<file path="src/rtl/lpce_pkg.sv">
// Package for the lidar packet compact encoder.
// Types, codes and fixed constants shared by the front, queue, back and top level.
// No dependencies.
package lpce_pkg;

	localparam int CHANNELS     = 16;
	localparam int BLOCK_BYTES  = 100;
	localparam int BLOCK_COUNT  = 12;
	localparam int TAIL_BYTES   = 6;
	localparam int AZ_W         = 18;
	localparam logic [AZ_W-1:0] AZ_FULL  = 18'd72000;
	localparam logic [AZ_W-1:0] AZ_LIMIT = 18'd131071;
	localparam logic [15:0] DIV5_MUL = 16'd52429;
	localparam int DIV5_SHIFT = 18;
	localparam int QUEUE_DEPTH = 4;

	// configuration register indexes
	localparam logic [2:0] REG_OUTPUT_MODE   = 3'd0;
	localparam logic [2:0] REG_CM_UNITS      = 3'd1;
	localparam logic [2:0] REG_INT_BITS      = 3'd2;
	localparam logic [2:0] REG_INT_LOW       = 3'd3;
	localparam logic [2:0] REG_SENSOR_ORDER  = 3'd4;

	// output_mode codes
	localparam logic [1:0] MODE_PLAIN  = 2'd0;
	localparam logic [1:0] MODE_PACKED = 2'd1;
	localparam logic [1:0] MODE_BOTH   = 2'd2;
	localparam logic [1:0] MODE_NONE   = 2'd3;

	// result kind codes
	localparam logic [1:0] KIND_PLAIN     = 2'd0;
	localparam logic [1:0] KIND_PACKED    = 2'd1;
	localparam logic [1:0] KIND_FRAME_END = 2'd2;

	typedef logic [CHANNELS-1:0][15:0] group_t;

	typedef struct packed {
		logic [1:0] output_mode;
		logic       centimetre_units;
		logic [3:0] intensity_bits;
		logic       intensity_low_placement;
	} front_cfg_t;

	typedef enum logic {
		CMD_FRAME_END,
		CMD_GROUP
	} cmd_kind_t;

	typedef struct packed {
		cmd_kind_t   kind;
		logic        plain_en;
		logic        packed_en;
		logic [16:0] start_az;
		logic [16:0] end_az;
		logic        last;
	} cmd_t;

	typedef enum logic [3:0] {
		F_IDLE,
		F_DIV,
		F_STORE,
		F_NEXT,
		F_HALF,
		F_MID,
		F_WRAP,
		F_GRP,
		F_CUR,
		F_CMP
	} front_state_t;

endpackage

</file>
<file path="src/rtl/lpce_queue.sv">
// Command queue between the packet front end and the word back end.
// Small flop FIFO of lpce_pkg::cmd_t entries.
// Depends on lpce_pkg.
module lpce_queue (
	input  logic           clk,
	input  logic           arst_n,
	input  logic           push,
	input  lpce_pkg::cmd_t push_cmd,
	input  logic           pop,
	output lpce_pkg::cmd_t head,
	output logic           full,
	output logic           empty
);
	localparam int AW = $clog2(lpce_pkg::QUEUE_DEPTH);

	lpce_pkg::cmd_t mem_q [lpce_pkg::QUEUE_DEPTH];
	logic [AW-1:0] wr_q, rd_q;
	logic [AW:0]   cnt_q;

	assign full  = (cnt_q == (AW+1)'(lpce_pkg::QUEUE_DEPTH));
	assign empty = (cnt_q == '0);
	assign head  = mem_q[rd_q];

	always_ff @(posedge clk) begin
		if (push) begin
			mem_q[wr_q] <= push_cmd;
		end
	end

	always_ff @(posedge clk or negedge arst_n) begin
		if (!arst_n) begin
			wr_q  <= '0;
			rd_q  <= '0;
			cnt_q <= '0;
		end else begin
			if (push) begin
				wr_q <= wr_q + 1'b1;
			end
			if (pop) begin
				rd_q <= rd_q + 1'b1;
			end
			case ({push, pop})
				2'b10:   cnt_q <= cnt_q + 1'b1;
				2'b01:   cnt_q <= cnt_q - 1'b1;
				default: cnt_q <= cnt_q;
			endcase
		end
	end

endmodule

</file>
<file path="src/rtl/lpce_front.sv">
// Packet front end: parses payload bytes, tracks azimuths and point count,
// builds return groups and issues frame-end and group commands.
// Depends on lpce_pkg.
module lpce_front #(
	parameter int MAX_POINTS = 65536
) (
	input  logic                clk,
	input  logic                arst_n,
	input  logic                in_valid,
	output logic                in_stall,
	input  logic [7:0]          data_byte,
	input  logic                packet_start,
	input  lpce_pkg::front_cfg_t cfg,
	input  logic                q_full,
	output logic                q_push,
	output lpce_pkg::cmd_t      q_cmd,
	input  logic                snap_busy,
	output logic                snap_load,
	output lpce_pkg::group_t    plain_grp,
	output lpce_pkg::group_t    packed_grp
);
	localparam int PCW = $clog2(MAX_POINTS + 1);
	localparam logic [PCW:0] MAX_EXT = (PCW+1)'(MAX_POINTS);
	localparam int AW = lpce_pkg::AZ_W;

	lpce_pkg::front_state_t state_q, state_d;

	logic [3:0]  blk_q;
	logic [6:0]  off_q;
	logic [4:0]  r_q;
	logic [1:0]  k_q;
	logic [15:0] hold_q;
	logic [AW-1:0] cur_q, nxt_q, half_q, az_q;
	logic [16:0] prev_q, start_q;
	logic [PCW-1:0] pc_q;
	logic        pend_q;
	logic        az_path_q;
	logic [15:0] raw_q;
	logic [7:0]  inten_q;
	logic [3:0]  sid_q;
	logic [15:0] d_s1;
	lpce_pkg::front_state_t after_q;
	lpce_pkg::group_t plain_q, packed_q;
	lpce_pkg::cmd_t held_q;
	logic        held_v_q;

	// byte position as seen by an accepted word
	logic [3:0] b_eff;
	logic [6:0] o_eff;
	logic [4:0] r_eff;
	logic [1:0] k_eff;
	logic       pend_eff;
	logic       accept;
	logic       pc_full;
	logic       grp_fits;
	logic       grp_emit;
	logic       can_push;
	logic       push_new;
	lpce_pkg::cmd_t new_cmd;
	logic       step;
	logic [AW-1:0] wrap_az;
	logic [AW-1:0] cur_adj;
	logic [AW:0] half_diff;
	logic [AW:0] half_rnd;
	logic [AW:0] mid_sum;
	logic [31:0] prod;
	logic [15:0] pack_w;
	logic [3:0]  n_bits;
	logic [15:0] hi_mask;
	logic [15:0] lo_mask;
	logic [7:0]  inten_top;
	logic [31:0] top_shift;
	logic [15:0] d_in;

	assign b_eff    = packet_start ? 4'd0 : blk_q;
	assign o_eff    = packet_start ? 7'd0 : off_q;
	assign r_eff    = packet_start ? 5'd0 : r_q;
	assign k_eff    = packet_start ? 2'd0 : k_q;
	assign pend_eff = packet_start ? 1'b0 : pend_q;

	assign in_stall = (state_q != lpce_pkg::F_IDLE) || held_v_q;
	assign accept   = in_valid && !in_stall;
	assign can_push = !held_v_q || !q_full;

	assign pc_full  = ({1'b0, pc_q} >= MAX_EXT);
	assign grp_fits = ({1'b0, pc_q} + (PCW+1)'(lpce_pkg::CHANNELS) <= MAX_EXT);
	assign grp_emit = (cfg.output_mode != lpce_pkg::MODE_NONE) && !pc_full && grp_fits;

	assign plain_grp  = plain_q;
	assign packed_grp = packed_q;

	// wrap of the mid-block azimuth, clamped to the 17-bit range
	always_comb begin
		wrap_az = cur_q - lpce_pkg::AZ_FULL;
		if (wrap_az > lpce_pkg::AZ_LIMIT) begin
			wrap_az = lpce_pkg::AZ_LIMIT;
		end
	end
	assign cur_adj = (nxt_q > lpce_pkg::AZ_FULL) ? nxt_q - lpce_pkg::AZ_FULL : nxt_q;

	// signed half step, rounded toward zero; half_q holds it in two's complement
	assign half_diff = {1'b0, nxt_q} - {1'b0, cur_q};
	assign half_rnd  = half_diff + {{AW{1'b0}}, half_diff[AW]};
	assign mid_sum   = {1'b0, cur_q} + {half_q[AW-1], half_q};

	// divide by five through the reciprocal
	assign prod = {16'd0, raw_q} * {16'd0, lpce_pkg::DIV5_MUL};

	// intensity packing
	always_comb begin
		d_in      = d_s1;
		n_bits    = (cfg.intensity_bits > 4'd8) ? 4'd8 : cfg.intensity_bits;
		inten_top = inten_q >> (4'd8 - n_bits);
		top_shift = {24'd0, inten_top} << (5'd16 - {1'b0, n_bits});
		hi_mask   = 16'hFFFF >> n_bits;
		lo_mask   = 16'hFFFF << n_bits;
		if (n_bits == 4'd0) begin
			pack_w = '0;
		end else if (!cfg.intensity_low_placement) begin
			pack_w = (d_in <= hi_mask) ? (top_shift[15:0] | d_in) : 16'd0;
		end else begin
			pack_w = (d_in & lo_mask) | {8'd0, inten_top};
		end
	end

	always_comb begin
		state_d  = state_q;
		step     = 1'b0;
		push_new = 1'b0;
		new_cmd  = '0;
		new_cmd.kind     = lpce_pkg::CMD_FRAME_END;
		new_cmd.start_az = start_q;
		new_cmd.end_az   = prev_q;
		snap_load = 1'b0;
		case (state_q)
			lpce_pkg::F_IDLE: begin
				if (accept) begin
					step = 1'b1;
					if (b_eff != 4'(lpce_pkg::BLOCK_COUNT) && o_eff == 7'd3) begin
						if (b_eff == 4'd0) begin
							state_d = lpce_pkg::F_CMP;
						end else if (pend_eff && !pc_full) begin
							state_d = lpce_pkg::F_NEXT;
						end else begin
							state_d = lpce_pkg::F_CUR;
						end
					end else if (b_eff != 4'(lpce_pkg::BLOCK_COUNT) && o_eff >= 7'd4
							&& k_eff == 2'd2) begin
						state_d = lpce_pkg::F_DIV;
					end
				end
			end
			lpce_pkg::F_DIV: begin
				step    = 1'b1;
				state_d = lpce_pkg::F_STORE;
			end
			lpce_pkg::F_STORE: begin
				step    = 1'b1;
				state_d = after_q;
			end
			lpce_pkg::F_NEXT: begin
				step    = 1'b1;
				state_d = lpce_pkg::F_HALF;
			end
			lpce_pkg::F_HALF: begin
				step    = 1'b1;
				state_d = lpce_pkg::F_MID;
			end
			lpce_pkg::F_MID: begin
				step    = 1'b1;
				state_d = lpce_pkg::F_WRAP;
			end
			lpce_pkg::F_WRAP: begin
				if (cur_q > lpce_pkg::AZ_FULL) begin
					if (can_push) begin
						step     = 1'b1;
						push_new = 1'b1;
						state_d  = lpce_pkg::F_GRP;
					end
				end else begin
					step    = 1'b1;
					state_d = lpce_pkg::F_GRP;
				end
			end
			lpce_pkg::F_GRP: begin
				if (grp_emit) begin
					if (can_push && !snap_busy) begin
						step      = 1'b1;
						push_new  = 1'b1;
						snap_load = 1'b1;
						new_cmd.kind      = lpce_pkg::CMD_GROUP;
						new_cmd.plain_en  = (cfg.output_mode == lpce_pkg::MODE_PLAIN)
							|| (cfg.output_mode == lpce_pkg::MODE_BOTH);
						new_cmd.packed_en = (cfg.output_mode == lpce_pkg::MODE_PACKED)
							|| (cfg.output_mode == lpce_pkg::MODE_BOTH);
						new_cmd.start_az  = '0;
						new_cmd.end_az    = '0;
					end
				end else begin
					step = 1'b1;
				end
				if (step) begin
					state_d = az_path_q ? lpce_pkg::F_CUR : lpce_pkg::F_IDLE;
				end
			end
			lpce_pkg::F_CUR: begin
				step    = 1'b1;
				state_d = lpce_pkg::F_CMP;
			end
			lpce_pkg::F_CMP: begin
				if (cur_q[16:0] < prev_q) begin
					if (can_push) begin
						step     = 1'b1;
						push_new = 1'b1;
						state_d  = lpce_pkg::F_IDLE;
					end
				end else begin
					step    = 1'b1;
					state_d = lpce_pkg::F_IDLE;
				end
			end
			default: begin
				state_d = lpce_pkg::F_IDLE;
			end
		endcase

		// push the held command; it is marked last only when flushed from idle
		q_push = 1'b0;
		q_cmd  = held_q;
		if (push_new && held_v_q) begin
			q_push     = 1'b1;
			q_cmd.last = 1'b0;
		end else if (state_q == lpce_pkg::F_IDLE && held_v_q && !q_full) begin
			q_push     = 1'b1;
			q_cmd.last = 1'b1;
		end
	end

	always_ff @(posedge clk or negedge arst_n) begin
		if (!arst_n) begin
			state_q <= lpce_pkg::F_IDLE;
		end else begin
			state_q <= state_d;
		end
	end

	// data path without reset
	always_ff @(posedge clk) begin
		if (step) begin
			case (state_q)
				lpce_pkg::F_IDLE: begin
					if (o_eff == 7'd3) begin
						az_q <= {1'b0, data_byte, hold_q[7:0], 1'b0};
					end
					if (o_eff >= 7'd4 && k_eff == 2'd2) begin
						raw_q   <= hold_q;
						inten_q <= data_byte;
						sid_q   <= r_eff[3:0];
					end
				end
				lpce_pkg::F_DIV: begin
					d_s1 <= cfg.centimetre_units ? raw_q
						: {2'd0, prod[lpce_pkg::DIV5_SHIFT +: 14]};
				end
				lpce_pkg::F_STORE: begin
					plain_q[sid_q]  <= d_s1;
					packed_q[sid_q] <= pack_w;
				end
				lpce_pkg::F_HALF: begin
					half_q <= half_rnd[AW:1];
				end
				default: begin
				end
			endcase
		end
	end

	always_ff @(posedge clk or negedge arst_n) begin
		if (!arst_n) begin
			blk_q     <= '0;
			off_q     <= '0;
			r_q       <= '0;
			k_q       <= '0;
			hold_q    <= '0;
			cur_q     <= '0;
			nxt_q     <= '0;
			prev_q    <= '0;
			start_q   <= '0;
			pc_q      <= '0;
			pend_q    <= 1'b0;
			az_path_q <= 1'b0;
			after_q   <= lpce_pkg::F_IDLE;
			held_q    <= '0;
			held_v_q  <= 1'b0;
		end else begin
			if (push_new) begin
				held_q   <= new_cmd;
				held_v_q <= 1'b1;
			end else if (q_push) begin
				held_v_q <= 1'b0;
			end
			if (step) begin
				case (state_q)
					lpce_pkg::F_IDLE: begin
						if (packet_start) begin
							pend_q <= 1'b0;
						end
						if (b_eff == 4'(lpce_pkg::BLOCK_COUNT)) begin
							// drop trailer bytes and anything past the packet
							blk_q <= b_eff;
							off_q <= (o_eff < 7'(lpce_pkg::TAIL_BYTES)) ? o_eff + 7'd1 : o_eff;
						end else begin
							if (o_eff == 7'(lpce_pkg::BLOCK_BYTES - 1)) begin
								off_q <= '0;
								blk_q <= b_eff + 4'd1;
								r_q   <= '0;
								k_q   <= '0;
							end else begin
								off_q <= o_eff + 7'd1;
								blk_q <= b_eff;
								if (o_eff >= 7'd4) begin
									k_q <= (k_eff == 2'd2) ? 2'd0 : k_eff + 2'd1;
									r_q <= (k_eff == 2'd2) ? r_eff + 5'd1 : r_eff;
								end else begin
									k_q <= k_eff;
									r_q <= r_eff;
								end
							end
							if (o_eff == 7'd2) begin
								hold_q <= {8'd0, data_byte};
							end else if (o_eff == 7'd3) begin
								az_path_q <= 1'b1;
								if (b_eff == 4'd0) begin
									cur_q <= {1'b0, data_byte, hold_q[7:0], 1'b0};
								end else if (pend_eff) begin
									pend_q <= 1'b0;
								end
							end else if (o_eff >= 7'd4) begin
								case (k_eff)
									2'd0:    hold_q <= {8'd0, data_byte};
									2'd1:    hold_q <= {data_byte, hold_q[7:0]};
									default: begin
										az_path_q <= 1'b0;
										if (r_eff == 5'd15) begin
											after_q <= lpce_pkg::F_GRP;
										end else if (r_eff == 5'd31) begin
											if (b_eff < 4'(lpce_pkg::BLOCK_COUNT - 1)) begin
												pend_q  <= 1'b1;
												after_q <= lpce_pkg::F_IDLE;
											end else if (!pc_full) begin
												after_q <= lpce_pkg::F_MID;
											end else begin
												after_q <= lpce_pkg::F_GRP;
											end
										end else begin
											after_q <= lpce_pkg::F_IDLE;
										end
									end
								endcase
							end
						end
					end
					lpce_pkg::F_NEXT: begin
						nxt_q <= (az_q < cur_q) ? az_q + lpce_pkg::AZ_FULL : az_q;
					end
					lpce_pkg::F_MID: begin
						// hold a negative mid-block azimuth at zero
						cur_q <= mid_sum[AW] ? '0 : mid_sum[AW-1:0];
					end
					lpce_pkg::F_WRAP: begin
						if (cur_q > lpce_pkg::AZ_FULL) begin
							cur_q   <= wrap_az;
							prev_q  <= wrap_az[16:0];
							start_q <= wrap_az[16:0];
							pc_q    <= '0;
						end else begin
							prev_q <= cur_q[16:0];
						end
					end
					lpce_pkg::F_GRP: begin
						if (cfg.output_mode != lpce_pkg::MODE_NONE && !pc_full) begin
							pc_q <= grp_fits ? pc_q + PCW'(lpce_pkg::CHANNELS) : PCW'(MAX_POINTS);
						end
					end
					lpce_pkg::F_CUR: begin
						cur_q <= cur_adj;
					end
					lpce_pkg::F_CMP: begin
						if (cur_q[16:0] < prev_q) begin
							start_q <= cur_q[16:0];
							pc_q    <= '0;
						end
						prev_q <= cur_q[16:0];
					end
					default: begin
					end
				endcase
			end
		end
	end

endmodule

</file>
<file path="src/rtl/lpce_back.sv">
// Word back end: takes commands from the queue and emits frame-end records
// and reordered group words through a registered output stage.
// Depends on lpce_pkg.
module lpce_back (
	input  logic             clk,
	input  logic             arst_n,
	input  logic [63:0]      sensor_order,
	input  lpce_pkg::cmd_t   head,
	input  logic             empty,
	output logic             pop,
	input  logic             snap_load,
	input  lpce_pkg::group_t plain_grp,
	input  lpce_pkg::group_t packed_grp,
	output logic             snap_busy,
	output logic             out_valid,
	input  logic             out_stall,
	output logic [1:0]       kind,
	output logic [15:0]      word_value,
	output logic [16:0]      frame_start_azimuth,
	output logic [16:0]      frame_end_azimuth,
	output logic             last
);
	lpce_pkg::group_t plain_snap_q, packed_snap_q;
	lpce_pkg::cmd_t   cmd_q;
	logic             active_q;
	logic             phase_q;
	logic [3:0]       idx_q;
	logic             busy_q;
	logic             out_v_q;
	logic             adv;
	logic [3:0]       ch;
	logic             final_word;

	assign adv        = !out_v_q || !out_stall;
	assign pop        = adv && !active_q && !empty;
	assign ch         = sensor_order[{idx_q, 2'b00} +: 4];
	assign final_word = (idx_q == 4'd15) && (phase_q || !cmd_q.packed_en);
	assign snap_busy  = busy_q;
	assign out_valid  = out_v_q;

	always_ff @(posedge clk) begin
		if (snap_load) begin
			plain_snap_q  <= plain_grp;
			packed_snap_q <= packed_grp;
		end
		if (pop) begin
			cmd_q <= head;
		end
		if (adv) begin
			if (active_q) begin
				kind                <= phase_q ? lpce_pkg::KIND_PACKED : lpce_pkg::KIND_PLAIN;
				word_value          <= phase_q ? packed_snap_q[ch] : plain_snap_q[ch];
				frame_start_azimuth <= '0;
				frame_end_azimuth   <= '0;
				last                <= cmd_q.last && final_word;
			end else begin
				kind                <= lpce_pkg::KIND_FRAME_END;
				word_value          <= '0;
				frame_start_azimuth <= head.start_az;
				frame_end_azimuth   <= head.end_az;
				last                <= head.last;
			end
		end
	end

	always_ff @(posedge clk or negedge arst_n) begin
		if (!arst_n) begin
			active_q <= 1'b0;
			phase_q  <= 1'b0;
			idx_q    <= '0;
			busy_q   <= 1'b0;
			out_v_q  <= 1'b0;
		end else begin
			if (snap_load) begin
				busy_q <= 1'b1;
			end
			if (adv) begin
				if (active_q) begin
					out_v_q <= 1'b1;
					if (idx_q == 4'd15) begin
						idx_q <= '0;
						if (!phase_q && cmd_q.packed_en) begin
							phase_q <= 1'b1;
						end else begin
							active_q <= 1'b0;
							busy_q   <= 1'b0;
						end
					end else begin
						idx_q <= idx_q + 4'd1;
					end
				end else if (!empty) begin
					if (head.kind == lpce_pkg::CMD_GROUP) begin
						// open the group; words start next cycle
						out_v_q  <= 1'b0;
						active_q <= 1'b1;
						phase_q  <= !head.plain_en;
						idx_q    <= '0;
					end else begin
						out_v_q <= 1'b1;
					end
				end else begin
					out_v_q <= 1'b0;
				end
			end
		end
	end

endmodule

</file>
<file path="src/rtl/lidar_packet_compact_encoder.sv">
// Top level of the lidar packet compact encoder: configuration registers,
// packet front end, command queue and word back end.
// Depends on lpce_pkg, lpce_front, lpce_queue, lpce_back.
//
// channel   signals                                   moves
// input     in_valid / in_stall, data_byte, packet_start   one payload byte per word
// output    out_valid / out_stall, kind, word_value, ...   one result per word
// config    cfg_we, cfg_index, cfg_data                    one register write per cycle
//
// Most bytes are taken while the front end is idle; a return's last byte runs
// it through its divide and store steps, an azimuth byte through its azimuth
// steps, with in_stall high. A byte that yields commands holds the input until
// the last is flushed to the queue. The back end gives one word per cycle while
// out_stall is low, opens each group first, and gives 16 words per enabled kind.
// Reset clears all control state and configuration to its defaults.
// A stalled output fills the queue and then stalls the input.
module lidar_packet_compact_encoder #(
	parameter int MAX_POINTS = 65536
) (
	input  logic        clk,
	input  logic        arst_n,
	input  logic        cfg_we,
	input  logic [2:0]  cfg_index,
	input  logic [63:0] cfg_data,
	input  logic        in_valid,
	output logic        in_stall,
	input  logic [7:0]  data_byte,
	input  logic        packet_start,
	output logic        out_valid,
	input  logic        out_stall,
	output logic [1:0]  kind,
	output logic [15:0] word_value,
	output logic [16:0] frame_start_azimuth,
	output logic [16:0] frame_end_azimuth,
	output logic        last
);
	lpce_pkg::front_cfg_t cfg_q;
	logic [63:0]          order_q;

	logic             q_push, q_pop, q_full, q_empty;
	lpce_pkg::cmd_t   q_in, q_head;
	logic             snap_load, snap_busy;
	lpce_pkg::group_t plain_grp, packed_grp;

	always_ff @(posedge clk or negedge arst_n) begin
		if (!arst_n) begin
			cfg_q.output_mode             <= lpce_pkg::MODE_PLAIN;
			cfg_q.centimetre_units        <= 1'b0;
			cfg_q.intensity_bits          <= 4'd4;
			cfg_q.intensity_low_placement <= 1'b0;
			order_q                       <= '0;
		end else if (cfg_we) begin
			case (cfg_index)
				lpce_pkg::REG_OUTPUT_MODE:  cfg_q.output_mode <= cfg_data[1:0];
				lpce_pkg::REG_CM_UNITS:     cfg_q.centimetre_units <= cfg_data[0];
				lpce_pkg::REG_INT_BITS:     cfg_q.intensity_bits <= cfg_data[3:0];
				lpce_pkg::REG_INT_LOW:      cfg_q.intensity_low_placement <= cfg_data[0];
				lpce_pkg::REG_SENSOR_ORDER: order_q <= cfg_data;
				default: begin
				end
			endcase
		end
	end

	lpce_front #(
		.MAX_POINTS(MAX_POINTS)
	) u_front (
		.clk          (clk),
		.arst_n       (arst_n),
		.in_valid     (in_valid),
		.in_stall     (in_stall),
		.data_byte    (data_byte),
		.packet_start (packet_start),
		.cfg          (cfg_q),
		.q_full       (q_full),
		.q_push       (q_push),
		.q_cmd        (q_in),
		.snap_busy    (snap_busy),
		.snap_load    (snap_load),
		.plain_grp    (plain_grp),
		.packed_grp   (packed_grp)
	);

	lpce_queue u_queue (
		.clk      (clk),
		.arst_n   (arst_n),
		.push     (q_push),
		.push_cmd (q_in),
		.pop      (q_pop),
		.head     (q_head),
		.full     (q_full),
		.empty    (q_empty)
	);

	lpce_back u_back (
		.clk                 (clk),
		.arst_n              (arst_n),
		.sensor_order        (order_q),
		.head                (q_head),
		.empty               (q_empty),
		.pop                 (q_pop),
		.snap_load           (snap_load),
		.plain_grp           (plain_grp),
		.packed_grp          (packed_grp),
		.snap_busy           (snap_busy),
		.out_valid           (out_valid),
		.out_stall           (out_stall),
		.kind                (kind),
		.word_value          (word_value),
		.frame_start_azimuth (frame_start_azimuth),
		.frame_end_azimuth   (frame_end_azimuth),
		.last                (last)
	);

endmodule
</file>
<file path="config.mk">
export PLATFORM = sky130hd
export DESIGN_NAME = lidar_packet_compact_encoder
export DESIGN_NICKNAME = d
export VERILOG_FILES = /design/src/rtl/lpce_pkg.sv /design/src/rtl/lpce_queue.sv /design/src/rtl/lpce_front.sv /design/src/rtl/lpce_back.sv /design/src/rtl/lidar_packet_compact_encoder.sv
export SDC_FILE = /design/constraint.sdc
export NUM_CORES = 2
export LEC_CHECK = 0
export ABC_CLOCK_PERIOD_IN_PS = 22700
export BUFFER_PORTS_ARGS = -buffer_cell sky130_fd_sc_hd__buf_2
export CORE_ASPECT_RATIO = 0.75
export CORE_UTILIZATION = 63
export DETAILED_ROUTE_END_ITERATION = 16
export PLACE_DENSITY = 0.77
export SYNTH_ARGS = -nofsm -noshare
export SYNTH_HDL_FRONTEND = slang
export SYNTH_SLANG_ARGS = --single-unit
</file>
<file path="constraint.sdc">
create_clock -name clk -period 22.7 [get_ports clk]
set_clock_uncertainty 0.2 [all_clocks]
set_input_delay 4.54 -clock clk [delete_from_list [all_inputs] [get_ports clk]]
set_output_delay 4.54 -clock clk [all_outputs]
set_load 0.005 [all_outputs]
</file>
==> out/results.tsv <==
stage	metric	value	unit
clocking	CTS sink count	1558	
critical_path	Worst EP required	17.96	ns
routing	Detail Route Antenna Nets	0	
power_and_ir_drop	P per Cell Area	135	nW/um^2
yosys	asr flop ratio synth	0.160	
clocking	# hold bufs at CTS	0	
routing	Via density	6.36	
clocking	Longest Clk Path Bufs	3	
routing	final WL	158000	um
sta	Rel. slew slack	0.160	
routing	Routed WL per cell	27.2	um
clocking	CTS Buf Count	143	
global_route	vias in the first global route	36741	
global_route	M1 GR Usage	0.447	
die	Horiz. Die Dim	376	um
critical_path	FF-to-FF End	u_front.d_in[11]$_DFFE_PP_	
sta	Max Fclk	143	MHz
layout	Total Nets Final	4682	
hold_path	worst hold path type	register to register	
global_route	first-pass GRT wire length	235000	um
power_and_ir_drop	Total Power	9.91	mW
flow_run	max_cap viols	0	
critical_path	nature of the critical path startpoint	register	
placed_design	PortBufs	135	
sta	Setup Viol. Count Final	0	
global_route	met2 usage	0.463	
critical_path	R2R setup slack	16.06	ns
critical_path	Crit Path Max Fanout	19	
power_and_ir_drop	peak supply drop	0.138	mV
clocking	clk root buf	clkbuf_16	
sta	Max Slew Vio Count	0	
die	initial core utilization	0.638	
clocking	Post-CTS Setup Bufs	0	
routing	Iter 0 DRT Violations	4277	
power_and_ir_drop	Static Leak	27.3	nW
routing	# DRC	0	
clocking	CTS tree	built	
die	Core Area	104000	um^2
yosys	Synth Cell Area	66100	um^2
routing	via count	36910	
sta	post-layout minimum cycle time	6.99	ns
placed_design	Final GP Congestion	0.930	
global_route	met3 GRT Util	0.0603	
global_route	global route hottest layer	met2	
yosys	Seq cells post-synth	1558	
sta	fin crit share	0.308	
critical_path	Critical R2R Launch	u_front.raw_q[5]$_DFFE_PP_	
critical_path	reg2reg path depth	20	
die	DIE AREA	106000	um^2
global_route	initial antenna violation count	6	
die	Die Y-Extent	282	um
hold_path	worst hold start	u_front.plain_grp[168]$_DFFE_PP_	
yosys	Seq/Total Area, Yosys	0.689	
layout	most common cell after layout, fill and taps aside	edfxtp_1	
die	row count	102	
global_route	total grt overflow	0	
status	outcome	finished, final reports clean	
clocking	H-tree levels	4	
routing	DRT Pass-1 Iters	6	
die	io pins	136	
yosys	Most used DFF post-synth	edfxtp_1	
yosys	Cells after Synth	4081	
yosys	synth warn	0	
yosys	Post-synth EDFFs	1309	
placed_design	dpl hpwl	91300	um
hold_path	Hold EP	u_back.plain_snap_q[168]$_DFFE_PP_	
sta	Slew @ Worst Pin	1.26	ns
sta	RSZ-0062 raised after global routing	no	
global_route	Total Routing Usage GR	0.303	
layout	Layout area overhead	10.9	%
clocking	clk slew on worst S/H paths	0.07	ns
sta	Final Hold Viols	0	
clocking	Worst-Skew Late Latency	0.77	ns
clocking	CTS resizes	0	
yosys	Synth cell types	96	
yosys	mean post-synth cell area	16.2	um^2
layout	most frequent cells in the layout	edfxtp_1 (1309), inv_1 (269), dfrtp_1 (247)	
critical_path	crit end category	primary output	
layout	share of layout cells above drive strength 1	0.165	
critical_path	kind of critical path	register to primary output	
sta	Hold WS	0.191	ns
global_route	largest net degree at the start of global routing	193	
hold_path	hold path cells	0	
critical_path	Critical Path AT	2.25	ns
sta	setup TNS	0	ns
logic make-up (layout without fill, tap and decap cells):
group                      after synthesis  after routing  share of synthesized area
adders and majority gates              325            325                     0.0709
muxes                                  335            335                     0.0862
AOI/OAI and AO/OA                      609            609                     0.0623
and+or+nand+nor                        748            748                     0.0543
xor gates and xnor gates                89             89                     0.0118
buffers and inverters                  416            726                     0.0253
DFF                                   1558           1558                      0.689
other                                    1              6                  0.0000568
report_power, final:
group          switching [mW]  total (mW)  internal (mW)
sequential              0.342        4.00           3.66
combinational            2.09        3.50           1.41
clock                    1.09        2.41           1.32
total                    3.52        9.91           6.39
area by class of cell:
type	count	area (um^2)
fill	6408	30300
timing repair buffer	191	1130
inverter	272	1030
multi-input combinational	2110	19100
clock buffer	183	3780
clock inverter	80	910
tap	1404	1760
antenna	2	5.00
sequential	1558	45500
critical path: stages (launching register included):
cell     delay, ns
dfrtp_1       0.59
nor4_1        0.47
and2_1        0.29
inv_1         0.05
buf_2         0.12
worst max-delay path by stage:
stage,slack [ns],start,to,cells past startpoint
floorplan,5.45,u_front.pc_q[4]$_DFFE_PN0P_,u_back.packed_snap_q[0]$_DFFE_PP_,9
global route,15.62,u_front.state_q[1]$_DFFE_PN0P_,in_stall,4
CTS,15.70,u_front.state_q[1]$_DFFE_PN0P_,in_stall,4
detailed placement,15.26,packet_start,u_front.cur_q[11]$_DFFE_PN0P_,10
global placement,15.38,packet_start,u_front.cur_q[13]$_DFFE_PN0P_,10
finish,15.71,u_front.state_q[1]$_DFFE_PN0P_,in_stall,4
registers in the layout, indices dropped and copies added (netlist names), 37 cells and up:
name and flops:
u_back.plain_snap_q 256, order_q 64, u_front.q_cmd 37, u_front.plain_grp 256
u_queue.mem_q 152, u_front.packed_grp 256, u_back.packed_snap_q 256
per-stage QoR:
stage                     setup WS (ns)  cell area, um^2  utilization  instances
after floorplan                    5.45            66100            -       4084
after global placement            15.38            68600        0.662       5535
after detailed placement          15.26            68600        0.662       5535
after CTS                         15.70            73300        0.707       5798
after global routing              15.62            73300        0.707       5799
final                             15.71            73300        0.707       5800
synth_stat cells, drive strengths merged (8+ instances only):
| cell | number | area share |
|---|---|---|
| nor2 | 193 | 0.011 |
| and2 | 50 | 0.0047 |
| mux2 | 83 | 0.014 |
| nor3b | 9 | 0.0010 |
| nand2b | 30 | 0.0028 |
| a21o | 33 | 0.0037 |
| o21a | 21 | 0.0025 |
| o31ai | 11 | 0.0015 |
| or4 | 10 | 0.0011 |
| o22ai | 32 | 0.0030 |
| nand2 | 244 | 0.014 |
| nand4 | 18 | 0.0017 |
| o21bai | 11 | 0.0012 |
| or3 | 12 | 0.0011 |
| ha | 243 | 0.046 |
| dfrtp | 248 | 0.094 |
| o21ai | 169 | 0.013 |
| and3 | 19 | 0.0018 |
| a22oi | 11 | 0.0012 |
| a31oi | 11 | 0.0010 |
| nand3 | 49 | 0.0038 |
| fa | 82 | 0.025 |
| or2 | 14 | 0.0013 |
| mux2i | 73 | 0.011 |
| buf | 52 | 0.0046 |
| xor2 | 28 | 0.0037 |
| nor2b | 24 | 0.0023 |
| o211ai | 33 | 0.0037 |
| xnor2 | 61 | 0.0081 |
| inv | 270 | 0.015 |
| mux4 | 179 | 0.061 |
| a211oi | 10 | 0.0013 |
| a22o | 36 | 0.0048 |
| edfxtp | 1309 | 0.59 |
| nor3 | 44 | 0.0034 |
| a21oi | 112 | 0.0085 |
| o221ai | 12 | 0.0016 |
| nor4 | 8 | 0.00085 |
| a221oi | 34 | 0.0045 |
| clkbuf | 92 | 0.0052 |
layer usage:
metal  routed length (um)  vias up
met5                   41        -
met4                 4400        6
met3                15500      299
met2                72300     2010
met1                65300    18652
li1                     -    15943
No activity file was read; power rests on OpenSTA's default activity.
